<file path="src/hdl/jep_pkg.sv">
`default_nettype none

package jep_pkg;

  // field widths fixed by the request and result formats
  localparam int NUM_W  = 7;   // ring_size, start_pos, person
  localparam int STEP_W = 16;  // step

  // restoring remainder: one dividend bit per cycle
  localparam int DIV_STEPS = STEP_W;
  localparam int DCNT_W    = $clog2(DIV_STEPS);

  typedef struct packed {
    logic              start;
    logic [STEP_W-1:0] dividend;
    logic [NUM_W-1:0]  divisor;
  } mod_req_t;

  typedef struct packed {
    logic             busy;
    logic             done;
    logic [NUM_W-1:0] rem;
  } mod_rsp_t;

endpackage

`default_nettype wire

</file>
<file path="src/hdl/jep_ram.sv">
`default_nettype none

module jep_ram #(
  parameter int WIDTH = 6,
  parameter int DEPTH = 64
) (
  input  wire                     clk,
  input  wire                     we,
  input  wire [$clog2(DEPTH)-1:0] waddr,
  input  wire [WIDTH-1:0]         wdata,
  input  wire [$clog2(DEPTH)-1:0] raddr,
  output logic [WIDTH-1:0]        rdata
);

  logic [WIDTH-1:0] mem [DEPTH];

  always_ff @(posedge clk) begin
    if (we) begin
      mem[waddr] <= wdata;
    end
    rdata <= mem[raddr];
  end

endmodule

`default_nettype wire

</file>
<file path="src/hdl/jep_mod.sv">
`default_nettype none

// Bit-serial restoring remainder: dividend mod divisor, one bit per cycle.
module jep_mod (
  input  wire               clk,
  input  wire               rst,
  input  jep_pkg::mod_req_t req,
  output jep_pkg::mod_rsp_t rsp
);

  logic [jep_pkg::STEP_W-1:0] quo;
  logic [jep_pkg::NUM_W:0]    rem;
  logic [jep_pkg::NUM_W-1:0]  div;
  logic [jep_pkg::DCNT_W-1:0] cnt;
  logic                       busy;
  logic                       done;

  logic [jep_pkg::NUM_W:0] shifted;
  logic [jep_pkg::NUM_W:0] div_ext;

  assign shifted = {rem[jep_pkg::NUM_W-1:0], quo[jep_pkg::STEP_W-1]};
  assign div_ext = {1'b0, div};

  always_ff @(posedge clk) begin
    if (rst) begin
      busy <= 1'b0;
      done <= 1'b0;
      cnt  <= '0;
    end else begin
      done <= 1'b0;
      if (req.start) begin
        busy <= 1'b1;
        cnt  <= '0;
      end else if (busy) begin
        cnt <= cnt + 1'b1;
        if (cnt == jep_pkg::DCNT_W'(jep_pkg::DIV_STEPS - 1)) begin
          busy <= 1'b0;
          done <= 1'b1;
        end
      end
    end
  end

  always_ff @(posedge clk) begin
    if (req.start) begin
      quo <= req.dividend;
      div <= req.divisor;
      rem <= '0;
    end else if (busy) begin
      quo <= {quo[jep_pkg::STEP_W-2:0], 1'b0};
      if (shifted >= div_ext) begin
        rem <= shifted - div_ext;
      end else begin
        rem <= shifted;
      end
    end
  end

  assign rsp.busy = busy;
  assign rsp.done = done;
  assign rsp.rem  = rem[jep_pkg::NUM_W-1:0];

endmodule

`default_nettype wire

</file>
<file path="src/hdl/josephus_elimination_order.sv">
`default_nettype none

// Channel  Dir  Signals                     Content
// s_axis   in   tvalid/tready/tdata[31:0]   one request: ring_size, start_pos, step
// m_axis   out  tvalid/tready/tdata[7:0]    one eliminated person per transfer,
//               tlast, tuser                tlast on the run's final one, tuser = bad_request
//
// Sequence: a request first builds the successor ring, then for each of the n
//   rounds works out (step-1) mod r in the serial remainder unit, takes that
//   many hops through the one-port-read table RAM, then reads the victim,
//   unlinks it and hands the result to the output register.
//   A rejected request goes straight to the output hand-off.
// Reset: rst clears the sequencer and the output valid; the table RAM is not
//   cleared, every entry a request reads is written first by that request.
// Stalls: s_axis_tready is high only while no request is in progress; a held
//   output stalls the walk only when the next result is ready to go out.
module josephus_elimination_order #(
  parameter int MAX_PEOPLE = 64
) (
  input  wire         clk,
  input  wire         rst,
  // tdata: ring_size [6:0], start_pos [13:7], step [29:14], zero [31:30]
  input  wire         s_axis_tvalid,
  output logic        s_axis_tready,
  input  wire  [31:0] s_axis_tdata,
  // tdata: person [6:0], zero [7]
  output logic        m_axis_tvalid,
  input  wire         m_axis_tready,
  output logic [7:0]  m_axis_tdata,
  output logic        m_axis_tlast,
  // tuser: bad_request [0]
  output logic        m_axis_tuser
);

  localparam int IDX_W = $clog2(MAX_PEOPLE);
  localparam int NUM_W = jep_pkg::NUM_W;
  localparam int STEP_W = jep_pkg::STEP_W;
  localparam logic [NUM_W-1:0] ONE_N = NUM_W'(1);

  // sequencer states
  localparam logic [2:0] ST_IDLE  = 3'd0;
  localparam logic [2:0] ST_INIT  = 3'd1;  // write ring successors
  localparam logic [2:0] ST_MOD   = 3'd2;  // wait for hop count
  localparam logic [2:0] ST_HREAD = 3'd3;  // issue hop read
  localparam logic [2:0] ST_HWAIT = 3'd4;  // take hop data
  localparam logic [2:0] ST_VREAD = 3'd5;  // read victim index
  localparam logic [2:0] ST_VWAIT = 3'd6;  // victim in, read its successor
  localparam logic [2:0] ST_LINK  = 3'd7;  // unlink victim, then output

  logic [2:0] state;
  logic       emit_pend;  // result waiting for the output register

  // request fields
  logic [NUM_W-1:0]  in_n;
  logic [NUM_W-1:0]  in_s;
  logic [STEP_W-1:0] in_m;
  logic              in_bad;

  assign in_n = s_axis_tdata[6:0];
  assign in_s = s_axis_tdata[13:7];
  assign in_m = s_axis_tdata[29:14];
  assign in_bad = (in_n == '0) || (in_s == '0) || (in_m == '0) || (in_s > in_n)
               || (in_n > NUM_W'(MAX_PEOPLE));

  logic [NUM_W-1:0]  n_reg;
  logic [NUM_W-1:0]  s_reg;
  logic [STEP_W-1:0] m_reg;
  logic              bad;
  logic [NUM_W-1:0]  rounds;      // people still in the ring
  logic [NUM_W-1:0]  emitted;
  logic [NUM_W-1:0]  hop_left;
  logic [IDX_W-1:0]  idx;
  logic [IDX_W-1:0]  cursor;
  logic [IDX_W-1:0]  victim;

  logic [IDX_W:0]    idx_inc;
  logic [NUM_W-1:0]  idx_ext;
  logic              init_done;
  logic [NUM_W-1:0]  cursor_init;
  logic              out_free;
  logic              final_round;

  assign idx_inc     = {1'b0, idx} + 1'b1;
  assign idx_ext     = {{(NUM_W-IDX_W){1'b0}}, idx};
  assign init_done   = (idx_ext == n_reg - ONE_N);
  assign cursor_init = (s_reg == ONE_N) ? n_reg - ONE_N : s_reg - NUM_W'(2);
  assign out_free    = !m_axis_tvalid || m_axis_tready;
  assign final_round = bad || (rounds == ONE_N);

  // successor table
  logic             ram_we;
  logic [IDX_W-1:0] ram_waddr;
  logic [IDX_W-1:0] ram_wdata;
  logic [IDX_W-1:0] ram_raddr;
  logic [IDX_W-1:0] ram_rdata;

  always_comb begin
    ram_we    = 1'b0;
    ram_waddr = cursor;
    ram_wdata = ram_rdata;
    ram_raddr = cursor;
    case (state)
      ST_INIT: begin
        ram_we    = 1'b1;
        ram_waddr = idx;
        ram_wdata = init_done ? '0 : idx_inc[IDX_W-1:0];
      end
      ST_VWAIT: begin
        ram_raddr = ram_rdata;  // successor of the victim
      end
      ST_LINK: begin
        ram_we    = !bad;       // cursor now skips the victim
        ram_raddr = victim;     // keep the victim's successor while output waits
      end
      default: begin
      end
    endcase
  end

  jep_ram #(
    .WIDTH(IDX_W),
    .DEPTH(MAX_PEOPLE)
  ) u_table (
    .clk  (clk),
    .we   (ram_we),
    .waddr(ram_waddr),
    .wdata(ram_wdata),
    .raddr(ram_raddr),
    .rdata(ram_rdata)
  );

  // hop count = (step - 1) mod remaining
  jep_pkg::mod_req_t mod_req;
  jep_pkg::mod_rsp_t mod_rsp;

  always_comb begin
    mod_req.dividend = m_reg - 1'b1;
    mod_req.divisor  = (state == ST_INIT) ? n_reg : rounds - ONE_N;
    mod_req.start    = ((state == ST_INIT) && init_done)
                    || ((state == ST_LINK) && emit_pend && out_free && !final_round);
  end

  jep_mod u_mod (
    .clk(clk),
    .rst(rst),
    .req(mod_req),
    .rsp(mod_rsp)
  );

  assign s_axis_tready = (state == ST_IDLE) && !emit_pend;

  // sequencer; LINK doubles as the output hand-off state
  always_ff @(posedge clk) begin
    if (rst) begin
      state     <= ST_IDLE;
      emit_pend <= 1'b0;
      emitted   <= '0;
    end else begin
      case (state)
        ST_IDLE: begin
          if (s_axis_tvalid && s_axis_tready) begin
            emitted <= '0;
            if (in_bad) begin
              emit_pend <= 1'b1;
              state     <= ST_LINK;
            end else begin
              state <= ST_INIT;
            end
          end
        end
        ST_INIT: begin
          if (init_done) begin
            state <= ST_MOD;
          end
        end
        ST_MOD: begin
          if (mod_rsp.done) begin
            state <= (mod_rsp.rem == '0) ? ST_VREAD : ST_HREAD;
          end
        end
        ST_HREAD: begin
          state <= ST_HWAIT;
        end
        ST_HWAIT: begin
          state <= (hop_left == ONE_N) ? ST_VREAD : ST_HREAD;
        end
        ST_VREAD: begin
          state <= ST_VWAIT;
        end
        ST_VWAIT: begin
          emit_pend <= 1'b1;
          state     <= ST_LINK;
        end
        ST_LINK: begin
          if (out_free) begin
            emit_pend <= 1'b0;
            emitted   <= emitted + ONE_N;
            state     <= final_round ? ST_IDLE : ST_MOD;
          end
        end
        default: begin
          state <= ST_IDLE;
        end
      endcase
    end
  end

  // datapath registers
  always_ff @(posedge clk) begin
    case (state)
      ST_IDLE: begin
        n_reg  <= in_n;
        s_reg  <= in_s;
        m_reg  <= in_m;
        bad    <= in_bad;
        idx    <= '0;
        rounds <= in_n;
      end
      ST_INIT: begin
        idx <= idx_inc[IDX_W-1:0];
        if (init_done) begin
          cursor <= cursor_init[IDX_W-1:0];
        end
      end
      ST_MOD: begin
        hop_left <= mod_rsp.rem;
      end
      ST_HWAIT: begin
        cursor   <= ram_rdata;
        hop_left <= hop_left - ONE_N;
      end
      ST_VWAIT: begin
        victim <= ram_rdata;
      end
      ST_LINK: begin
        if (emit_pend && out_free) begin
          rounds <= rounds - ONE_N;
        end
      end
      default: begin
      end
    endcase
  end

  // output register
  always_ff @(posedge clk) begin
    if (rst) begin
      m_axis_tvalid <= 1'b0;
    end else if ((state == ST_LINK) && emit_pend && out_free) begin
      m_axis_tvalid <= 1'b1;
    end else if (m_axis_tready) begin
      m_axis_tvalid <= 1'b0;
    end
  end

  always_ff @(posedge clk) begin
    if ((state == ST_LINK) && emit_pend && out_free) begin
      m_axis_tdata <= {1'b0, bad ? {NUM_W{1'b0}}
                                 : ({{(NUM_W-IDX_W){1'b0}}, victim} + ONE_N)};
      m_axis_tlast <= final_round;
      m_axis_tuser <= bad;
    end
  end

`ifndef SYNTHESIS
  // a good run hands off its last result after exactly n-1 earlier ones
  assert property (@(posedge clk) disable iff (rst)
    ((state == ST_LINK) && emit_pend && out_free && final_round && !bad)
      |-> (emitted == n_reg - ONE_N))
    else $error("run ended with wrong result count");

  // hop counts only arrive while the sequencer waits for them
  assert property (@(posedge clk) disable iff (rst)
    mod_rsp.done |-> (state == ST_MOD))
    else $error("remainder done outside wait state");

  // hop count stays below the ring's population
  assert property (@(posedge clk) disable iff (rst)
    (state == ST_MOD && mod_rsp.done) |-> (mod_rsp.rem < rounds))
    else $error("hop count not below remaining people");

  // a hop is only taken with hops left
  assert property (@(posedge clk) disable iff (rst)
    (state == ST_HWAIT) |-> (hop_left != '0))
    else $error("hop taken with none left");
`endif

endmodule

`default_nettype wire

</file>
<file path="config.mk">
export PLATFORM = sky130hd
export DESIGN_NAME = josephus_elimination_order
export DESIGN_NICKNAME = d
export VERILOG_FILES = /design/src/hdl/jep_pkg.sv /design/src/hdl/jep_ram.sv /design/src/hdl/jep_mod.sv /design/src/hdl/josephus_elimination_order.sv
export SDC_FILE = /design/constraint.sdc
export NUM_CORES = 1
export LEC_CHECK = 0
export BUFFER_PORTS_ARGS = -buffer_cell sky130_fd_sc_hd__buf_2
export CORE_MARGIN = 2
export CORE_UTILIZATION = 50
export CTS_CLUSTER_SIZE = 12
export DETAILED_ROUTE_END_ITERATION = 10
export PLACE_DENSITY_LB_ADDON = 0.08
export SYNTH_ARGS = -nofsm -noshare
export SYNTH_HDL_FRONTEND = slang
export SYNTH_HIERARCHICAL = 1
export SYNTH_SLANG_ARGS = --single-unit
</file>
<file path="constraint.sdc">
create_clock -name clk -period 4.6 [get_ports clk]
set_clock_uncertainty 0.05 [all_clocks]
set_input_delay 0.46 -clock clk [delete_from_list [all_inputs] [get_ports clk]]
set_output_delay 0.46 -clock clk [all_outputs]
set_load 0.1 [all_outputs]
</file>
== Word-level counts from Yosys, hierarchy flattened ==
Memories as Yosys holds them, arrays and structs flattened. A register that Yosys moved wholly into a read port is not among the register bits.
Cells that the tools add are included.
Storage, ports and cells
  memories kept: 1
  bits in writable memories: 384
  register bits after elaboration: 113
  output and inout port bits: 12
Memory list
  u_table.mem: depth 64, bits a word 6, read ports 1, clocked after Yosys merged registers in 1, write ports 1, line jep_ram.sv:15  | logic [WIDTH-1:0] mem [DEPTH];
Operators by class
  eq/ne operators: 18
  reductions and logical operators: 36
  bitwise operators: 1
  $lt $le $gt $ge: 3
  mux-type cells: 37
  add/subtract/negate cells: 9
Operators by type and width (number)
  6-bit case mux with 2 select lines: 3
  16-bit two-way mux: 2
  6-bit two-way mux: 5
  7-bit case mux with 2 select lines: 2
  3-bit case mux with 8 select lines: 1
  7-bit by 1-bit equality test with 1-bit output, second input constant: 3
  7-bit logical NOT: 3
  3-bit two-way mux: 7
  7-bit two-way mux: 3
  7-bit by 1-bit subtractor with 7-bit output, second input constant: 3
  16-bit logical NOT: 1
  16-bit by 1-bit subtractor with 16-bit output, second input constant: 1
  3-bit equality test, second input constant: 4
  2-bit nonzero test: 6
  1-bit two-way mux: 11
  8-bit by 7-bit >= comparator with 1-bit output: 1
  4-bit AND reduction: 2
  6-bit by 1-bit adder with 7-bit output, second input constant: 1
  6-bit by 7-bit equality test with 1-bit output: 1
  7-bit > comparator: 1
  7-bit > comparator, second input constant: 1
  1-bit logical AND: 7
  1-bit logical OR: 7
  7-bit subtractor: 1
  other kinds (18): 27

== Depth between registers and ports, before layout ==
  depth after elaboration: 8
  depth in mapped cells: 13
  mapped depth without buffers: 11

== Modules after synthesis ==
Netlist, hierarchy kept.
Modules (own cells, without submodules)
  jep_ram: cells each 720, times used 1, area an instance 15225.9 µm²
  josephus_elimination_order: cells each 411, times used 1, area an instance 4409.2 µm²
  jep_mod: cells each 158, times used 1, area an instance 1875.5 µm²

== Worst setup path before layout ==
OpenSTA, ideal clock, no wires.
  path type: flip-flop to flip-flop
  from: register n_reg[0]
  to: register u_mod/quo[0] (netlist bit), enable pin
  path buffers: 1
  stages on the path, launching flop included: 11
  data required time: 4.178 ns
  setup slack: 1.377 ns
  arrival: 2.801 ns
  clock period less this slack: 3.223 ns
  cell sequence: edfxtp_1 inv_1 ha_1 nor3b_2 a21boi_1 o41ai_2 nand4_2 o22ai_1 inv_2 clkbuf_1 nand2_1
RTL lines
  start: declaration: line josephus_elimination_order.sv:65  | logic [NUM_W-1:0] n_reg;
  start signal: assignment: line josephus_elimination_order.sv:212  | n_reg <= in_n;
  end signal: assignment: line jep_mod.sv:46  | quo <= req.dividend;
  end signal: assignment: line jep_mod.sv:50  | quo <= {quo[jep_pkg::STEP_W-2:0], 1'b0};
  end: declaration: line jep_mod.sv:11  | logic [jep_pkg::STEP_W-1:0] quo;

== Worst setup path after layout ==
  from: register state[1]
  to: memory u_table.mem[6][2], enable pin
Between the ends
  longest elaborated chain between the ends: 4
  elaborated cells on any way between the ends: 6
  classes of those cells: 2 x eq/ne; 4 x mux
Ends and longest elaborated chain
  start: declaration: line josephus_elimination_order.sv:50  | logic [2:0] state;
  start signal: assignment: line josephus_elimination_order.sv:178  | state <= (mod_rsp.rem == '0) ? ST_VREAD : ST_HREAD;
  start signal: assignment: line josephus_elimination_order.sv:185  | state <= (hop_left == ONE_N) ? ST_VREAD : ST_HREAD;
  start signal: assignment: line josephus_elimination_order.sv:198  | state <= final_round ? ST_IDLE : ST_MOD;
  3-bit equality test / 3-bit by 1-bit equality test with 1-bit output (equally long branches): line josephus_elimination_order.sv:102  | case (state)
  1-bit case mux with 2 select lines (*): line josephus_elimination_order.sv:102
  net ram_we: line josephus_elimination_order.sv:91  | logic ram_we;
  1-bit two-way mux (*): line jep_ram.sv:18  | if (we) begin
  1-bit two-way mux (not written as such) (*): line jep_ram.sv:19  | mem[waddr] <= wdata;
  end: declaration: line jep_ram.sv:15
The timed path passes the listed nets; every way through them passes the cells marked *.

==> out/qor.yml <==
synthesis:
  syn_area_um2: 21500
  syn_area_per_cell_um2: 16.7
  syn_nets: 1349
  yosys_warnings: 6
  syn-instance-count: 1288
critical_path:
  slowest_delay_ps: 710
  worstReg2RegStart: "state[1]"
  worst-endpoint-required_ps: 4770
  crit_path_start_kind: "register"
  slowest_stage: "nor2_1"
  worstPathArrival_ps: 3920
  crit_chain: "and2_1 > nand2_1 > o21ai_0 > nor2b_1 > nand3_1 > nor2_1"
  worstSetupPathType: "register to register"
  worstPathMaxFanout: 10
  critPathLaunch: "state[1]"
  critPathCaptureType: "register"
  worst-path-buf-inv: 0
  cp_top_family: "simple AND/OR/NAND/NOR gates"
final_layout:
  largest_reg_flops: 384
  num-fill-cells: 3283
  num-nets-final: 1425
  antenna_cells: 0
  multiInputGateArea_um2: 6190
  seqCellArea_um2: 14900
  syn_to_final_growth_pct: 11.6
  final_util_pct: 56.8
  drive_above_1_share_pct: 20.3
floorplan:
  die_h_um: 211
  rows: 75
  coreArea_um2: 42200
  chipWidth_um: 211
  start_util_pct: 50.9
  io_pins: 48
  die-area_um2: 44700
global_route:
  grt_pass1_vias: 11300
  grt_max_degree: 65
  grt_usage_pct: 21.1
  antenna_found_initial: 0
  grt.overflow.total: 0
  grt_pass1_wl_mm: 69.5
timing:
  fin_crit_ps: 3750
  hold_violations: 0
  finalCritPeriodShare_pct: 81.5
  fmax_ghz: 0.267
  rsz0062_at_grt: "false"
  relSlewSlack_pct: 16.7
  slew_viol_final: 0
  finalSetupViolCount: 0
  fin_setup_tns_ps: 0
  worst_pin_slew_ps: 1250
clock_tree:
  cts_tree: "done"
  cts.repair.resized: 0
  h-tree-depth: 2
  root_buffer: "clkbuf_16"
  cts_buffers: 52
  clk_path_buf_depth: 3
  clock-sinks: 503
  clkTransAtPathRegs_ps: 60
  insertion_delay_ps: 590
drt:
  dr.first_iter.drc_count: 1089
  wl_met1_mm: 21.6
  route.met3.wl_mm: 2.31
  drc_errors: 0
  vias: 11500
  dr_wl_met2_mm: 21.3
  dr.pass1.iters: 5
  top_layer: "met4"
  vias_per_cell: 5.93
  wl_per_cell_um: 23.8
  routed_wl_mm: 46.0
  ant_nets: 0
pwr:
  p_per_area_nw_per_um2: 616
  power_leakage_nw: 7.90
  vdd_drop_max_uv: 564
  total_power_mw: 14.8
run_status:
  status: "finished clean"
place:
  hpwl_mm: 29.0
  globalplace.congestion: 0.814
  port_buffers: 44
run:
  cap_violations: 0
min_path:
  worstHoldStart: "s_axis_tdata[28]"
  hold_path_class: "primary input to register"
-- stage by stage --
stage | worst slack (ps) | instance area, µm² | instances | hold WS, ps
floorplan | 1380 | 21500 | 1288 | 374
global placement | 1050 | 22300 | 1836 | 451
finish | 850 | 24000 | 1936 | 34.7
CTS | 928 | 24000 | 1936 | 0.571
detailed placement | 951 | 22300 | 1836 | 453
global route | 646 | 24000 | 1936 | 9.15
-- power breakdown --
group          switching (mW)  internal [mW]
Sequential              0.381           6.41
Clock                    1.67           2.18
Combinational            2.76           1.39
Total                    4.81           9.97
-- cell type report --
cell class                      count  share of cell area (%)
Timing Repair Buffer               81                    2.42
Inverter                           40                   0.626
Sequential cell                   503                    62.0
Multi-Input combinational cell    686                    25.8
Clock inverter                     15                   0.355
Tap cell                          539                    2.81
Clock buffer                       72                    6.03
-- worst paths after layout --
| check | to | slack [ps] | depth (start not counted) |
|---|---|---|---|
| worst max-delay path | u_table/mem[6][2] | 850 | 6 |
| worst min-delay path | m_reg[14] | 30 | 1 |
| worst max register to register | u_table/mem[6][2] | 850 | 6 |
| worst min register to register | u_mod/done | 460 | 2 |
-- metal layers --
metal / track usage (%) / vias up
met1: 31.5 / 5915
met2: 32.5 / 282
li1: - / 5242
met3: 3.03 / 51
met4: 6.10 / 0
met5: 0 / -
-- cell usage in the layout, fill, tap and decap left out, drive strengths merged, types with 5 or more instances in the layout --
master and instances:
dlygate4sd3 13, nand3b 7, nor3b 10, ha 24
edfxtp 479, nand2b 8, nor4 9, a21oi 36
or3 6, and3 11, o21ai 29, mux2i 24
xnor2 30, a211oi 12, a31oi 5, a221oi 6
buf 68, o221ai 10, clkbuf 72, xor2 20
nor2b 14, o22a 7, nand3 23, or2 5
inv 41, nor3 16, dfxtp 24, nand2 43
nor2 121, mux2 31, mux4 93, clkinv 11
nand4 10, o22ai 14, a22o 6
-- what timing repair did --
action,4_1_cts,5_1_grt
buffers inserted,0,0
hold buffers,13,0
hold endpoints to repair,13,0
No activity file was read; power rests on OpenSTA's default activity.
